===== src/hw/rtl/mrf_pkg.sv =====
// ----------------------------------------------------------------------------
// mrf_pkg
// shared types and codes of the message ring fifo: request modes, result
// kinds and the command beat passed from the front end to the back end
// ----------------------------------------------------------------------------
`default_nettype none

package mrf_pkg;

   localparam int MODE_W  = 3;
   localparam int KIND_W  = 3;
   localparam int DATA_W  = 8;
   localparam int HLEN_W  = 7;
   localparam int COUNT_W = 6;

   // request modes
   localparam logic [MODE_W-1:0] MODE_WRITE   = 3'd0;
   localparam logic [MODE_W-1:0] MODE_DEQUEUE = 3'd1;
   localparam logic [MODE_W-1:0] MODE_PEEK    = 3'd2;
   localparam logic [MODE_W-1:0] MODE_CLEAR   = 3'd3;
   localparam logic [MODE_W-1:0] MODE_STATUS  = 3'd4;

   // result kinds
   localparam logic [KIND_W-1:0] KIND_STORED  = 3'd0;
   localparam logic [KIND_W-1:0] KIND_DROPPED = 3'd1;
   localparam logic [KIND_W-1:0] KIND_READ    = 3'd2;
   localparam logic [KIND_W-1:0] KIND_EMPTY   = 3'd3;
   localparam logic [KIND_W-1:0] KIND_STATUS  = 3'd4;

   typedef enum logic [2:0] {
      OP_WRITE   = 3'd0,
      OP_DEQUEUE = 3'd1,
      OP_PEEK    = 3'd2,
      OP_CLEAR   = 3'd3,
      OP_STATUS  = 3'd4
   } op_type;

   typedef struct packed {
      op_type            op;
      logic [DATA_W-1:0] data;
      logic              last;
   } cmd_type;

endpackage

`default_nettype wire


===== src/hw/rtl/message_ring_fifo.sv =====
// a request beat is registered in the command queue before the executor pops it; a commit or
//   status or empty beat is set in the rsp register in ST_EXEC, a read byte in ST_STREAM
// throughput: plain byte writes and clears retire one per cycle while the executor is idle;
//   a read streams one byte per cycle off the byte ram port unless rsp stalls
// reset: synchronous, active high; empties the ring and the command queue, ram contents stay
// ----------------------------------------------------------------------------
// message_ring_fifo
// ring of message slots with a length table; byte writes commit on the
// last byte, dequeue and peek stream the head message back out
// ----------------------------------------------------------------------------
`default_nettype none

module message_ring_fifo #(
   parameter int SLOTS   = 8,
   parameter int MAX_LEN = 32
) (
   input  wire logic                         clock,
   input  wire logic                         reset,
   // request channel
   input  wire logic                         req_valid,
   output logic                              req_ready,
   input  wire logic [mrf_pkg::MODE_W-1:0]   req_mode,
   input  wire logic [mrf_pkg::DATA_W-1:0]   req_data_in,
   input  wire logic                         req_last_in,
   // response channel
   output logic                              rsp_valid,
   input  wire logic                         rsp_ready,
   output logic [mrf_pkg::KIND_W-1:0]        rsp_kind,
   output logic [mrf_pkg::DATA_W-1:0]        rsp_data_out,
   output logic                              rsp_last_out,
   output logic [mrf_pkg::HLEN_W-1:0]        rsp_head_length,
   output logic [mrf_pkg::COUNT_W-1:0]       rsp_stored_count,
   output logic                              rsp_truncated
);

   import mrf_pkg::*;

   // front end to queue
   logic    push_valid, push_ready;
   cmd_type push_cmd;

   // queue to back end
   logic    pop_valid, pop_ready;
   cmd_type pop_cmd;

   // decode the request beat into a command, drop unknown modes
   mrf_front u_front (
      .req_valid   (req_valid),
      .req_ready   (req_ready),
      .req_mode    (req_mode),
      .req_data_in (req_data_in),
      .req_last_in (req_last_in),
      .push_valid  (push_valid),
      .push_ready  (push_ready),
      .push_cmd    (push_cmd)
   );

   // short queue so the request side keeps moving while a message streams out
   mrf_cmd_queue u_queue (
      .clock      (clock),
      .reset      (reset),
      .push_valid (push_valid),
      .push_ready (push_ready),
      .push_cmd   (push_cmd),
      .pop_valid  (pop_valid),
      .pop_ready  (pop_ready),
      .pop_cmd    (pop_cmd)
   );

   // executor: ring pointers, byte and length rams, response register
   mrf_back #(
      .SLOTS   (SLOTS),
      .MAX_LEN (MAX_LEN)
   ) u_back (
      .clock            (clock),
      .reset            (reset),
      .pop_valid        (pop_valid),
      .pop_ready        (pop_ready),
      .pop_cmd          (pop_cmd),
      .rsp_valid        (rsp_valid),
      .rsp_ready        (rsp_ready),
      .rsp_kind         (rsp_kind),
      .rsp_data_out     (rsp_data_out),
      .rsp_last_out     (rsp_last_out),
      .rsp_head_length  (rsp_head_length),
      .rsp_stored_count (rsp_stored_count),
      .rsp_truncated    (rsp_truncated)
   );

endmodule

`default_nettype wire


===== src/hw/rtl/mrf_ram.sv =====
// ----------------------------------------------------------------------------
// mrf_ram
// generic single write port, single read port ram with registered read data
// ----------------------------------------------------------------------------
`default_nettype none

module mrf_ram #(
   parameter int WIDTH = 8,
   parameter int DEPTH = 256
) (
   input  wire logic                     clock,
   input  wire logic                     wr_en,
   input  wire logic [$clog2(DEPTH)-1:0] wr_addr,
   input  wire logic [WIDTH-1:0]         wr_data,
   input  wire logic                     rd_en,
   input  wire logic [$clog2(DEPTH)-1:0] rd_addr,
   output logic      [WIDTH-1:0]         rd_data
);

   logic [WIDTH-1:0] mem_ff [DEPTH];
   logic [WIDTH-1:0] rd_data_ff;

   always_ff @(posedge clock) begin
      if (wr_en) begin
         mem_ff[wr_addr] <= wr_data;
      end
      if (rd_en) begin
         rd_data_ff <= mem_ff[rd_addr];
      end
   end

   assign rd_data = rd_data_ff;

endmodule

`default_nettype wire


===== src/hw/rtl/mrf_front.sv =====
// ----------------------------------------------------------------------------
// mrf_front
// request decoder: turns a request beat into a command for the queue,
// unknown modes are taken and dropped
// ----------------------------------------------------------------------------
`default_nettype none

module mrf_front (
   input  wire logic                        req_valid,
   output logic                             req_ready,
   input  wire logic [mrf_pkg::MODE_W-1:0]  req_mode,
   input  wire logic [mrf_pkg::DATA_W-1:0]  req_data_in,
   input  wire logic                        req_last_in,
   output logic                             push_valid,
   input  wire logic                        push_ready,
   output mrf_pkg::cmd_type                 push_cmd
);

   import mrf_pkg::*;

   logic known;

   always_comb begin
      known         = 1'b1;
      push_cmd.op   = OP_STATUS;
      push_cmd.data = req_data_in;
      push_cmd.last = req_last_in;
      case (req_mode)
         MODE_WRITE:   push_cmd.op = OP_WRITE;
         MODE_DEQUEUE: push_cmd.op = OP_DEQUEUE;
         MODE_PEEK:    push_cmd.op = OP_PEEK;
         MODE_CLEAR:   push_cmd.op = OP_CLEAR;
         MODE_STATUS:  push_cmd.op = OP_STATUS;
         default:      known       = 1'b0;
      endcase
   end

   assign req_ready  = push_ready;
   assign push_valid = req_valid & known;

endmodule

`default_nettype wire


===== src/hw/rtl/mrf_cmd_queue.sv =====
// ----------------------------------------------------------------------------
// mrf_cmd_queue
// two-entry command queue between front end and back end
// ----------------------------------------------------------------------------
`default_nettype none

module mrf_cmd_queue (
   input  wire logic             clock,
   input  wire logic             reset,
   input  wire logic             push_valid,
   output logic                  push_ready,
   input  wire mrf_pkg::cmd_type push_cmd,
   output logic                  pop_valid,
   input  wire logic             pop_ready,
   output mrf_pkg::cmd_type      pop_cmd
);

   import mrf_pkg::*;

   cmd_type    slot_ff [2];
   logic       wr_ptr_ff, wr_ptr_in;
   logic       rd_ptr_ff, rd_ptr_in;
   logic [1:0] count_ff, count_in;
   logic       push, pop;

   assign push_ready = (count_ff != 2'd2);
   assign pop_valid  = (count_ff != 2'd0);
   assign pop_cmd    = slot_ff[rd_ptr_ff];
   assign push       = push_valid & push_ready;
   assign pop        = pop_valid & pop_ready;

   always_comb begin
      wr_ptr_in = push ? ~wr_ptr_ff : wr_ptr_ff;
      rd_ptr_in = pop ? ~rd_ptr_ff : rd_ptr_ff;
      count_in  = count_ff;
      if (push && !pop) begin
         count_in = count_ff + 2'd1;
      end else if (pop && !push) begin
         count_in = count_ff - 2'd1;
      end
   end

   always_ff @(posedge clock) begin
      if (reset) begin
         wr_ptr_ff <= 1'b0;
         rd_ptr_ff <= 1'b0;
         count_ff  <= 2'd0;
      end else begin
         wr_ptr_ff <= wr_ptr_in;
         rd_ptr_ff <= rd_ptr_in;
         count_ff  <= count_in;
      end
   end

   always_ff @(posedge clock) begin
      if (push) begin
         slot_ff[wr_ptr_ff] <= push_cmd;
      end
   end

endmodule

`default_nettype wire


===== src/hw/rtl/mrf_back.sv =====
// ----------------------------------------------------------------------------
// mrf_back
// command executor: owns the ring pointers, the byte and length rams and
// the result register, streams the head message, unless rsp stalls, one byte per cycle
// ----------------------------------------------------------------------------
`default_nettype none

module mrf_back #(
   parameter int SLOTS   = 8,
   parameter int MAX_LEN = 32
) (
   input  wire logic                         clock,
   input  wire logic                         reset,
   input  wire logic                         pop_valid,
   output logic                              pop_ready,
   input  wire mrf_pkg::cmd_type             pop_cmd,
   output logic                              rsp_valid,
   input  wire logic                         rsp_ready,
   output logic [mrf_pkg::KIND_W-1:0]        rsp_kind,
   output logic [mrf_pkg::DATA_W-1:0]        rsp_data_out,
   output logic                              rsp_last_out,
   output logic [mrf_pkg::HLEN_W-1:0]        rsp_head_length,
   output logic [mrf_pkg::COUNT_W-1:0]       rsp_stored_count,
   output logic                              rsp_truncated
);

   import mrf_pkg::*;

   localparam int PW    = $clog2(SLOTS);
   localparam int DEPTH = SLOTS * MAX_LEN;
   localparam int AW    = $clog2(DEPTH);
   localparam int FW    = $clog2(MAX_LEN + 2);

   localparam logic [PW-1:0] LAST_PTR  = PW'(SLOTS - 1);
   localparam logic [AW-1:0] LAST_BASE = AW'((SLOTS - 1) * MAX_LEN);
   localparam logic [AW-1:0] LEN_A     = AW'(MAX_LEN);
   localparam logic [FW-1:0] LEN_F     = FW'(MAX_LEN);
   localparam logic [FW-1:0] FILL_SAT  = FW'(MAX_LEN + 1);
   localparam logic [PW:0]   SLOTS_C   = (PW + 1)'(SLOTS);

   typedef enum logic [2:0] {
      ST_IDLE   = 3'b001,
      ST_EXEC   = 3'b010,
      ST_STREAM = 3'b100
   } state_type;

   state_type         state_ff, state_in;
   op_type            op_ff, op_in;
   logic [PW-1:0]     head_ptr_ff, head_ptr_in;
   logic [PW-1:0]     tail_ptr_ff, tail_ptr_in;
   logic [AW-1:0]     head_base_ff, head_base_in;
   logic [AW-1:0]     tail_base_ff, tail_base_in;
   logic [FW-1:0]     fill_ff, fill_in;
   logic [FW-1:0]     idx_ff, idx_in;
   logic [HLEN_W-1:0] cur_len_ff, cur_len_in;
   logic              trunc_ff, trunc_in;

   logic              rsp_valid_ff, rsp_valid_in;
   logic [KIND_W-1:0] rsp_kind_ff, rsp_kind_in;
   logic [DATA_W-1:0] rsp_data_ff, rsp_data_in;
   logic              rsp_last_ff, rsp_last_in;
   logic [HLEN_W-1:0] rsp_hlen_ff, rsp_hlen_in;
   logic [COUNT_W-1:0] rsp_count_ff, rsp_count_in;
   logic              rsp_trunc_ff, rsp_trunc_in;

   logic              byte_we, byte_re;
   logic [AW-1:0]     byte_waddr, byte_raddr;
   logic [DATA_W-1:0] byte_rdata;
   logic [FW-1:0]     rd_idx;
   logic              len_we, len_re;
   logic [HLEN_W-1:0] len_rdata;

   logic              out_free, empty, full, pop, stream_last;
   logic [PW-1:0]     head_next, tail_next;
   logic [AW-1:0]     head_base_next, tail_base_next;
   logic [PW:0]       count;
   logic [COUNT_W-1:0] count_out;
   logic [HLEN_W-1:0] hlen;
   logic [FW-1:0]     fill_inc;

   assign out_free       = ~rsp_valid_ff | rsp_ready;
   assign empty          = (head_ptr_ff == tail_ptr_ff);
   assign head_next      = (head_ptr_ff == LAST_PTR) ? '0 : head_ptr_ff + 1'b1;
   assign tail_next      = (tail_ptr_ff == LAST_PTR) ? '0 : tail_ptr_ff + 1'b1;
   assign head_base_next = (head_base_ff == LAST_BASE) ? '0 : head_base_ff + LEN_A;
   assign tail_base_next = (tail_base_ff == LAST_BASE) ? '0 : tail_base_ff + LEN_A;
   assign full           = (tail_next == head_ptr_ff);
   assign count          = (tail_ptr_ff >= head_ptr_ff)
                         ? ({1'b0, tail_ptr_ff} - {1'b0, head_ptr_ff})
                         : ({1'b0, tail_ptr_ff} + SLOTS_C - {1'b0, head_ptr_ff});
   assign count_out      = COUNT_W'(count);
   assign hlen           = empty ? '0 : len_rdata;
   assign fill_inc       = (fill_ff == FILL_SAT) ? fill_ff : fill_ff + 1'b1;
   assign stream_last    = (HLEN_W'(idx_ff) + 1'b1 == cur_len_ff);
   assign pop_ready      = (state_ff == ST_IDLE);
   assign pop            = pop_valid & pop_ready;

   assign byte_waddr = tail_base_ff + AW'(fill_ff);
   assign byte_raddr = head_base_ff + AW'(rd_idx);

   always_comb begin
      state_in     = state_ff;
      op_in        = op_ff;
      head_ptr_in  = head_ptr_ff;
      tail_ptr_in  = tail_ptr_ff;
      head_base_in = head_base_ff;
      tail_base_in = tail_base_ff;
      fill_in      = fill_ff;
      idx_in       = idx_ff;
      cur_len_in   = cur_len_ff;
      trunc_in     = trunc_ff;

      rsp_valid_in = rsp_valid_ff & ~rsp_ready;
      rsp_kind_in  = rsp_kind_ff;
      rsp_data_in  = rsp_data_ff;
      rsp_last_in  = rsp_last_ff;
      rsp_hlen_in  = rsp_hlen_ff;
      rsp_count_in = rsp_count_ff;
      rsp_trunc_in = rsp_trunc_ff;

      byte_we = 1'b0;
      byte_re = 1'b0;
      rd_idx  = '0;
      len_we  = 1'b0;
      len_re  = 1'b0;

      case (state_ff)
         ST_IDLE: begin
            if (pop) begin
               op_in  = pop_cmd.op;
               len_re = 1'b1;
               case (pop_cmd.op)
                  OP_WRITE: begin
                     byte_we = (fill_ff < LEN_F);
                     if (pop_cmd.last) begin
                        trunc_in   = (fill_inc > LEN_F);
                        cur_len_in = (fill_inc > LEN_F) ? HLEN_W'(MAX_LEN)
                                                        : HLEN_W'(fill_inc);
                        fill_in    = '0;
                        state_in   = ST_EXEC;
                     end else begin
                        fill_in = fill_inc;
                     end
                  end
                  OP_DEQUEUE, OP_PEEK, OP_STATUS: begin
                     state_in = ST_EXEC;
                  end
                  OP_CLEAR: begin
                     head_ptr_in  = '0;
                     tail_ptr_in  = '0;
                     head_base_in = '0;
                     tail_base_in = '0;
                     fill_in      = '0;
                  end
                  default: begin
                  end
               endcase
            end
         end

         ST_EXEC: begin
            if ((op_ff == OP_DEQUEUE || op_ff == OP_PEEK) && !empty) begin
               // open the stream: fetch the first byte of the head slot
               byte_re    = 1'b1;
               rd_idx     = '0;
               idx_in     = '0;
               cur_len_in = len_rdata;
               state_in   = ST_STREAM;
            end else if (out_free) begin
               rsp_valid_in = 1'b1;
               rsp_data_in  = '0;
               rsp_last_in  = 1'b1;
               rsp_hlen_in  = hlen;
               rsp_count_in = count_out;
               rsp_trunc_in = 1'b0;
               state_in     = ST_IDLE;
               case (op_ff)
                  OP_WRITE: begin
                     rsp_trunc_in = trunc_ff;
                     if (full) begin
                        rsp_kind_in = KIND_DROPPED;
                     end else begin
                        rsp_kind_in  = KIND_STORED;
                        len_we       = 1'b1;
                        tail_ptr_in  = tail_next;
                        tail_base_in = tail_base_next;
                     end
                  end
                  OP_DEQUEUE, OP_PEEK: begin
                     rsp_kind_in = KIND_EMPTY;
                  end
                  default: begin
                     rsp_kind_in = KIND_STATUS;
                  end
               endcase
            end
         end

         ST_STREAM: begin
            if (out_free) begin
               rsp_valid_in = 1'b1;
               rsp_kind_in  = KIND_READ;
               rsp_data_in  = byte_rdata;
               rsp_last_in  = stream_last;
               rsp_hlen_in  = cur_len_ff;
               rsp_count_in = count_out;
               rsp_trunc_in = 1'b0;
               if (stream_last) begin
                  state_in = ST_IDLE;
                  if (op_ff == OP_DEQUEUE) begin
                     head_ptr_in  = head_next;
                     head_base_in = head_base_next;
                  end
               end else begin
                  byte_re = 1'b1;
                  rd_idx  = idx_ff + 1'b1;
                  idx_in  = idx_ff + 1'b1;
               end
            end
         end

         default: begin
            state_in = ST_IDLE;
         end
      endcase
   end

   always_ff @(posedge clock) begin
      if (reset) begin
         state_ff     <= ST_IDLE;
         head_ptr_ff  <= '0;
         tail_ptr_ff  <= '0;
         head_base_ff <= '0;
         tail_base_ff <= '0;
         fill_ff      <= '0;
         rsp_valid_ff <= 1'b0;
      end else begin
         state_ff     <= state_in;
         head_ptr_ff  <= head_ptr_in;
         tail_ptr_ff  <= tail_ptr_in;
         head_base_ff <= head_base_in;
         tail_base_ff <= tail_base_in;
         fill_ff      <= fill_in;
         rsp_valid_ff <= rsp_valid_in;
      end
   end

   always_ff @(posedge clock) begin
      op_ff        <= op_in;
      idx_ff       <= idx_in;
      cur_len_ff   <= cur_len_in;
      trunc_ff     <= trunc_in;
      rsp_kind_ff  <= rsp_kind_in;
      rsp_data_ff  <= rsp_data_in;
      rsp_last_ff  <= rsp_last_in;
      rsp_hlen_ff  <= rsp_hlen_in;
      rsp_count_ff <= rsp_count_in;
      rsp_trunc_ff <= rsp_trunc_in;
   end

   mrf_ram #(
      .WIDTH (DATA_W),
      .DEPTH (DEPTH)
   ) u_byte_ram (
      .clock   (clock),
      .wr_en   (byte_we),
      .wr_addr (byte_waddr),
      .wr_data (pop_cmd.data),
      .rd_en   (byte_re),
      .rd_addr (byte_raddr),
      .rd_data (byte_rdata)
   );

   mrf_ram #(
      .WIDTH (HLEN_W),
      .DEPTH (SLOTS)
   ) u_len_ram (
      .clock   (clock),
      .wr_en   (len_we),
      .wr_addr (tail_ptr_ff),
      .wr_data (cur_len_ff),
      .rd_en   (len_re),
      .rd_addr (head_ptr_ff),
      .rd_data (len_rdata)
   );

   assign rsp_valid        = rsp_valid_ff;
   assign rsp_kind         = rsp_kind_ff;
   assign rsp_data_out     = rsp_data_ff;
   assign rsp_last_out     = rsp_last_ff;
   assign rsp_head_length  = rsp_hlen_ff;
   assign rsp_stored_count = rsp_count_ff;
   assign rsp_truncated    = rsp_trunc_ff;

endmodule

`default_nettype wire


===== config.mk =====
export PLATFORM = sky130hd
export DESIGN_NAME = message_ring_fifo
export DESIGN_NICKNAME = d
export VERILOG_FILES = /design/src/hw/rtl/mrf_pkg.sv /design/src/hw/rtl/message_ring_fifo.sv /design/src/hw/rtl/mrf_ram.sv /design/src/hw/rtl/mrf_front.sv /design/src/hw/rtl/mrf_cmd_queue.sv /design/src/hw/rtl/mrf_back.sv
export SDC_FILE = /design/constraint.sdc
export NUM_CORES = 2
export LEC_CHECK = 0
export BUFFER_PORTS_ARGS = -buffer_cell sky130_fd_sc_hd__buf_2
export CAP_MARGIN = 20
export CORE_MARGIN = 2
export CORE_UTILIZATION = 35
export CTS_CLUSTER_SIZE = 10
export DETAILED_ROUTE_END_ITERATION = 12
export SYNTH_ARGS = -nofsm -noshare
export SYNTH_HDL_FRONTEND = slang
export SYNTH_SLANG_ARGS = --single-unit

===== constraint.sdc =====
create_clock -name clock -period 8.8 [get_ports clock]
set_clock_uncertainty 0.15 [all_clocks]
set_input_delay 0 -clock clock [delete_from_list [all_inputs] [get_ports clock]]
set_output_delay 0 -clock clock [all_outputs]
set_load 0.01 [all_outputs]

==> results.md <==
- Clock-pin slew on the worst setup and hold paths: approximately 0.060 ns
- Starting Density: 0.3526
- Final wirelength: approximately 300000 um
- Routed length per instance: ~32 um
- Final hold slack: around 0.18 ns
- Non-filler instance count after layout: 9428
- Std-Cell Rows: about 190
- Worst EP required: 9.27 ns
- Largest net degree at the start of global routing: 134
- CTS tree: built
- Vias/cell: 5.995
- CTS sink count: about 2200
- Placed cells: about 9000
- Arr. time, crit path: around 7.9 ns
- Worst Setup End Kind: flop
- Chip height: slightly above 500 um
- Slew of the pin with the lowest slew margin: approximately 1.6 ns
- Pre-CTS WS: about 1.7 ns
- Number of global-route vias before repair: 53512
- PnR worst setup slack: about 1.4 ns
- Max IR drop VDD: approximately 210 uV
- Final nets: around 6000
- Max frequency: between 100 and 150 MHz
- Die area: 260500 um^2
- Initial antenna violation count: 21
- Minimum clock period: roughly 7.4 ns
- Status: finished, violations left
- Power density over the cells: about 230 nW/um^2
- Count of buffers from port buffering: between 40 and 50
- Layout cell share with drive strength beyond 1: 0.1293
- Gr ovfl total: 0
- Pleak: about 33 nW
- Critical path cell sequence: ha_1, xnor2_2, a211oi_2, and3_1, nand3_2, buf_4, a211o_4, buf_4, nand3_1, o22a_1, nand4_1, a31oi_1, a311oi_1, a32oi_1
- Worst setup path class: reg -> reg
- Number of max-cap violations: 0
- Top_reg_cell synth: edfxtp_1
- Syn_area_per_cell: about 15 um^2
- Final core utilization: 0.3990
- Routability cong.: 0.9453
- First-pass DRT Iterations: 7
- #FFs+latches synth: about 2200
- Num ports: 44
- DR DRC count: 0
- TritonCTS buffer count: 274
- Total number of vias: roughly 57000
- Root Driver: clkbuf_16
- Period utilization: 0.8432
- Slowest library cell on the worst path: a311oi_1
- Final Cell Area: around 100000 um^2
- Slew Limit Fails: 2
- Pwr Total: 23.73 mW
- CP top delay family: compound AO/OA/AOI/OAI gates
- Failing checks: max-slew violations
- Synth cell types: 96
- Cell count after synthesis: between 5000 and 6000
- Max stage delay on crit path: roughly 1 ns
- Relative slew margins: -0.06064
- Core ar.: between 200000 and 300000 um^2
- Setup Buffers After CTS: 0
- Synth Warn #: 0
- RSZ-0062 raised after global routing: no
- CTS H-Tree Depth: 5
- Crit path buf inv count: 2
- Clock tree buffer depth: 4
- Commonest non-fill, non-tap cell in the layout: edfxtp_1
- Post-route ant nets: 0
- Most frequent cells in the layout: edfxtp_1, nand2_1, nor2_1, clkbuf_16, mux2i_1
- Final Hold Viols: 0
- Clk_lat worst skew: about 0.93 ns
- Initial drt markers: slightly above 9000
- Critical Path Fanout Max: 52
- Async S/R FF share, synth: 0
- First-pass GRT wire length: about 420000 um
- R2r setup slk: 1.38 ns
- Type of the tightest min-delay check: in -> reg
- Post-synth EDFFs: 2184
- Syn Std Cell Area: 89770 um^2
- GRT Total Usage: 0.2252
- Worst setup SP type: flop
- Setup violators final: 0
- Placed cell area: 93850 um^2
- Area grow syn2layout: 13.18%
- Register area share after synthesis: 0.7366
- Setup TNS Final: 0 ns
- Most frequent CP cell: buf_4
- DP HPWL: 179800 um
- Die width: 510.4 um
-- layout make-up --
type | instances | area (um^2)
Fill cell | 23070 | 153000
Clock buffer | 310 | 7193
Timing Repair Buffer | 234 | 1962
Inverter | 21 | 81.33
Antenna cell | 29 | 72.57
Multi-Input combinational cell | 3245 | 21860
Sequential cell | 2211 | 66120
Clock inverter | 12 | 97.59
Tap cell | 3366 | 4212
-- tightest hold or removal path: stages --
cell	delay [ns]
dlygate4sd3_1	0.52
buf_2	0.11
nor2b_1	0.04
buf_4	0.19
nand3_1	0.10
a21oi_1	0.08
nand2_1	0.07
a21oi_1	0.05
-- registers in the layout, summed over array words and instances (netlist names), 2 cells and up, named ones only --
register / cells
u_back.head_base_ff: 3
u_back.u_byte_ram.mem_ff: 2048
u_back.u_len_ram.mem_ff: 56
u_back.fill_ff: 6
u_back.tail_ptr_ff: 3
u_queue.count_ff: 2
u_back.rsp_head_length: 7
u_back.rsp_data_out: 8
u_queue.slot_ff: 24
u_back.idx_ff: 6
u_back.rsp_kind: 3
u_back.cur_len_ff: 7
u_back.op_ff: 3
u_back.head_ptr_ff: 3
u_back.state_ff: 3
u_back.tail_base_ff: 3
u_back.rsp_stored_count: 4
u_back.u_len_ram.rd_data: 7
u_back.u_byte_ram.rd_data: 8
-- cell usage after synthesis (35+ instances only) --
cell         n  area share
nand2_1    881       0.037
buf_2       67      0.0037
or3_1       37      0.0026
clkbuf_1   196      0.0082
nand3_1    235       0.013
buf_4       45      0.0038
nor3_1     140      0.0078
a211oi_1    48      0.0040
nor2_1     453       0.019
a21oi_1    167      0.0093
a32oi_1     39      0.0038
edfxtp_1  2184        0.73
mux4_2     177       0.044
mux2_2      35      0.0044
a22oi_1     36      0.0030
mux2i_1    224       0.025
o21ai_0    125      0.0070
o22ai_1     55      0.0038
a31oi_1     95      0.0066
-- report_power, final --
group / switching [mW] / internal (mW)
combinational: 1.33 / 0.224
sequential: 0.0383 / 12.4
clock: 3.99 / 5.72
-- logic make-up after synthesis --
family | share of synthesized area
xor+xnor | 0.003359
fa+ha+maj | 0.003234
buf+inv | 0.02471
compound gates | 0.06187
mux | 0.07729
other cells | 0.00004177
flops | 0.7366
simple gates | 0.09290
-- per-layer routing --
metal	up-vias	GRT usage	routed length, um
met4	14	0.1317	19490
met2	4017	0.3313	131500
met3	902	0.07016	38330
li1	22852	-	-
met5	-	0	103
met1	28738	0.2930	109900
-- what timing repair did --
action                     4_1_cts  5_1_grt
hold endpoints to repair       101        0
resized for setup                0        0
setup endpoints to repair        0        0
hold buffers                    33        0
-- final timing paths --
check | start | depth (start not counted) | end
worst max-delay path | u_back.idx_ff[0] | 14 | u_back.u_byte_ram.rd_data[7]
worst min-delay path | rsp_ready | 8 | u_back.state_ff[1]
worst min register to register | u_queue.rd_ptr_ff | 2 | flop
worst max register to register | u_back.idx_ff[0] | 14 | u_back.u_byte_ram.rd_data[7]
(Power assumes the default switching activity.)
